===== src/hdl/nrp_pkg.sv =====
// Shared types, codes and constants of the nested region profiler.
package nrp_pkg;

    // Default sizes of the anchor table and of the nesting stack.
    localparam int ANCHOR_COUNT_DEF = 4096;
    localparam int NEST_DEPTH_DEF   = 32;

    // Field widths of the transactions.
    localparam int CMD_W    = 2;
    localparam int INDEX_W  = 12;
    localparam int TIME_W   = 64;
    localparam int STATUS_W = 2;

    // Command codes.
    localparam logic [CMD_W-1:0] CMD_ENTER = 2'd0;
    localparam logic [CMD_W-1:0] CMD_EXIT  = 2'd1;
    localparam logic [CMD_W-1:0] CMD_READ  = 2'd2;

    // Status codes.
    localparam logic [STATUS_W-1:0] STS_OK        = 2'd0;
    localparam logic [STATUS_W-1:0] STS_OVERFLOW  = 2'd1;
    localparam logic [STATUS_W-1:0] STS_UNDERFLOW = 2'd2;

    // One row of the counter table.
    typedef struct packed {
        logic [TIME_W-1:0] hits;
        logic [TIME_W-1:0] inclusive;
        logic [TIME_W-1:0] exclusive;
    } t_counters;

    localparam int CTR_W = $bits(t_counters);

    // Sequencer states.
    typedef enum logic [3:0] {
        ST_CLEAR,
        ST_IDLE,
        ST_SLOT,
        ST_DISPATCH,
        ST_ENTER,
        ST_READ,
        ST_POP,
        ST_PARENT,
        ST_ANCHOR_RD,
        ST_ANCHOR,
        ST_DONE
    } t_state;

endpackage


===== src/hdl/nrp_slot.sv =====
// Two-stage reduction of a raw anchor index modulo the anchor count.
module nrp_slot
    import nrp_pkg::*;
#(
    parameter int ANCHOR_COUNT = ANCHOR_COUNT_DEF,
    localparam int IDX_W = $clog2(ANCHOR_COUNT)
) (
    input  logic               i_clk,
    input  logic [INDEX_W-1:0] i_raw,
    output logic [IDX_W-1:0]   o_slot
);

    // Reciprocal rounded up; with a 32-bit scale the quotient of a 12-bit value is exact.
    localparam longint unsigned RECIP_L =
        ((64'd1 << 32) + 64'(ANCHOR_COUNT) - 64'd1) / 64'(ANCHOR_COUNT);
    localparam logic [31:0] RECIP = 32'(RECIP_L);
    localparam int PROD_W = INDEX_W + 32;
    localparam int REM_W = (IDX_W > INDEX_W) ? IDX_W : INDEX_W;

    logic [PROD_W-1:0]  w_prod;
    logic [REM_W-1:0]   w_rem;
    logic [INDEX_W-1:0] r_raw;
    logic [INDEX_W-1:0] r_quot;
    logic [IDX_W-1:0]   r_slot;

    // First stage: quotient by multiplication with the reciprocal.
    assign w_prod = PROD_W'(i_raw) * PROD_W'(RECIP);

    always_ff @(posedge i_clk) begin
        r_raw  <= i_raw;
        r_quot <= w_prod[PROD_W-1:32];
    end

    // Second stage: remainder from the exact quotient.
    assign w_rem = REM_W'(r_raw) - REM_W'(REM_W'(r_quot) * REM_W'(ANCHOR_COUNT));

    always_ff @(posedge i_clk) begin
        r_slot <= w_rem[IDX_W-1:0];
    end

    assign o_slot = r_slot;

endmodule


===== config.mk =====
export PLATFORM = sky130hd
export DESIGN_NAME = nrp_slot
export DESIGN_NICKNAME = d
export VERILOG_FILES = /design/src/hdl/nrp_pkg.sv /design/src/hdl/nrp_slot.sv
export SDC_FILE = /design/constraint.sdc
export NUM_CORES = 1
export LEC_CHECK = 0
export BUFFER_PORTS_ARGS = -buffer_cell sky130_fd_sc_hd__buf_2
export CAP_MARGIN = 0
export CORE_AREA = 4 4 41 43
export CTS_CLUSTER_SIZE = 25
export DETAILED_ROUTE_END_ITERATION = 10
export DIE_AREA = 0 0 45 47
export PLACE_DENSITY = 0.69
export SKIP_CTS_REPAIR_TIMING = 1
export SLEW_MARGIN = 20
export SYNTH_ARGS = -nofsm -noshare
export SYNTH_HDL_FRONTEND = slang
export SYNTH_SLANG_ARGS = --single-unit

===== constraint.sdc =====
create_clock -name i_clk -period 0.8 [get_ports i_clk]
set_input_delay 0.04 -clock i_clk [delete_from_list [all_inputs] [get_ports i_clk]]
set_output_delay 0.04 -clock i_clk [all_outputs]
set_load 0.1 [all_outputs]

## Word level (Yosys, flattened, before mapping)

Index checks and enable logic that the tools add are counted.

| word-level totals | value |
|---|---|
| output and inout bits | 12 |
| word-level logic and storage cells | 2 |
| register bits | 24 |
| input port bits | 13 |

## Longest topological paths before layout

| depth | value |
|---|---|
| depth in word-level cells | 0 |
| gate-level depth with buffers | 0 |
| mapped depth without buffers | 0 |

## Worst setup path before layout

OpenSTA, ideal clock, no wires.

| timing | value |
|---|---|
| kind | register -> output |
| start | register r_slot[0], in the netlist o_slot[0] |
| end | output port o_slot[0] |
| stages on the path, launching flop included | 1 |
| arrival | 0.909 ns |
| data required time | 0.760 ns |
| path slack | -0.149 ns |
| buffers on the path | 0 |
| path through | dfxtp_1 |

RTL lines:

| what | line | text |
|---|---|---|
| from (decl) | nrp_slot.sv:24 | `logic [IDX_W-1:0] r_slot;` |
| from (signal assigned) | nrp_slot.sv:38 | `r_slot <= w_rem[IDX_W-1:0];` |
| to (decl) | nrp_slot.sv:10 | `output logic [IDX_W-1:0] o_slot` |

No word-level cell between the ends.

## Final worst setup path

| timing | value |
|---|---|
| start | register r_slot[9], in the netlist o_slot[9] |
| end | output port o_slot[9] |

No word-level cell between the ends.

==> flow_summary.ini <==
[outcome]
status = finished with violations
violations = setup timing

[timing]
slew_viol_final = 0
hold_violations = 0
tightestPinTransition_ps = 114
rsz0062_at_grt = true
slew_headroom = 0.924
setup_viol = 12
period_needed_ps = 875
holdWs_ps = 334
fmax_mhz = 1140
worst_slack_ps = -75.0
post-route-period-util = 1.09
clock_skew_ps = 0.509

[cells_and_area]
layout-drive-gt1-share = 0.619
fillCellCount = 88
nMultiInputCombCells = 0
nets = 78
design_area_um2 = 957
syn2layout_area_growth_pct = 99.2
multi_input_area_um2 = 0
stdcell_count = 78
antenna_cells = 0

[synth]
synthTopCellsByArea = dfxtp_1 100%
ys_ff_latch = 24
syn_nets = 37
netlist_instances = 24
synth_cell_type_count = 1
syn-cell-area_um2 = 480
synth_top_area_frac = 1.00
ys_warn_count = 0
synth-seq-area-share = 1.00
yosysTopAreaCell = dfxtp_1
syn_area_per_cell_um2 = 20.0

[cts]
clk_pin_slew_ps = 110
clock-root-buffer = clkbuf_4
cts_max_level = 1
cts_tree = built
clock_path_buffers = 2
insertion_delay_ps = 300
cts_buffers = 3
cts.sink_count = 24

[placed_design]
gp_congestion = 0.546
preCtsSetupSlack_ps = 256
post_dp_cell_area_um2 = 815
dp.cells = 63
port_buffers = 24

[floorplanning]
die_h_um = 47
die_area_um2 = 2120
coreArea_um2 = 1300
row_count = 13
io_pins = 25
start_util = 0.369
fp.dieW_um = 45

[detailed_routing]
ant_nets = 0
firstDrtPassIters = 2
vias = 303
drc_errors = 0
wirelength_um = 871
wire_per_inst_um = 11.2
first_iter_violations = 3
vias_per_cell = 3.88

[worst_setup_path]
crit_path_start_kind = flip-flop
cp.required_ps = 760
path_cells = buf_12
cp_data_arrival_time_ps = 840
critPathMaxStageDelay_ps = 360
critical_path.top_delay_family = flip-flops
path_buf_inv = 1
cp-end-kind = output pin
worst-setup-path-type = flip-flop to output pin
crit_path_max_fanout = 1
slowest_stage = dfxtp_2

[power]
power_uw = 2220
leakage_uw = 0.000426
pwr-share-clk = 0.219
power.density_nw_per_um2 = 2320
internal_power_uw = 1620
comb_power_share = 0.197
ir_drop_v = 0.00167
sw_frac_of_total = 0.272
power_frac_seq = 0.584
netSwitchingPower_uw = 605

[min_path]
hp-class = flip-flop to flip-flop

[global_route]
antenna_found_initial = 0
grt_pass1_wl_mm = 1.09
grt_overflow = 0
grt_pass1_vias = 242
grt_start_max_net_pins = 13
grt_usage = 0.0818

[flow_run]
maxCapViolations = 0
metrics by stage:
stage,TNS (ps),utilization
floorplan,0,-
global placement,0,0.626
detailed placement,0,0.626
CTS,-859,0.643
global route,-1230,0.736
finish,-797,0.736
per-layer routing:
metal  vias to the layer above  global-route usage  part of all wire
li1                        150                   -                 -
met1                       134              0.0831              0.37
met2                        15               0.127              0.53
met3                         4              0.0268             0.075
met4                         0              0.0877             0.031
met5                         -                   0                 0
placed cells by master (no fill, tap or decap):
master          n
dlygate4sd3_1  12
buf_2          12
dfxtp_2        12
buf_12         12
dfxtp_1        12
clkbuf_4        3
worst paths after layout:
kind                                start         to  slack [ps]  cells after the start
worst max-delay path            o_slot[9]  o_slot[9]         -80                      1
worst min register to register   r_raw[7]  o_slot[7]         330                      0
worst max register to register   r_raw[9]  o_slot[9]         390                      0
worst min-delay path             r_raw[7]  o_slot[7]         330                      0
cells in the mapped netlist:
cell and instances:
dfxtp_1 24
registers in the layout (all words and copies together), names as in the netlist:
name,cells
r_raw,12
o_slot,12
power groups by stage:
stage,Clock [µW],Sequential [µW],Combinational [µW]
detailed placement,0,1330,396
floorplan,0,1540,0
global placement,0,1320,392
CTS,488,1300,396
finish,488,1300,439
global route,557,1310,450
cells by family after synthesis:
| kind of cell | after synthesis | synth area share |
|---|---|---|
| flip-flops | 24 | 1.00 |
area by class of cell:
type	instances	area (µm²)	share of cell area
clock buffers	3	22.5	0.0235
well taps	15	18.8	0.0196
flip-flops and latches	24	495	0.518
repair buffers	36	420	0.439
(Power assumes the default switching activity.)
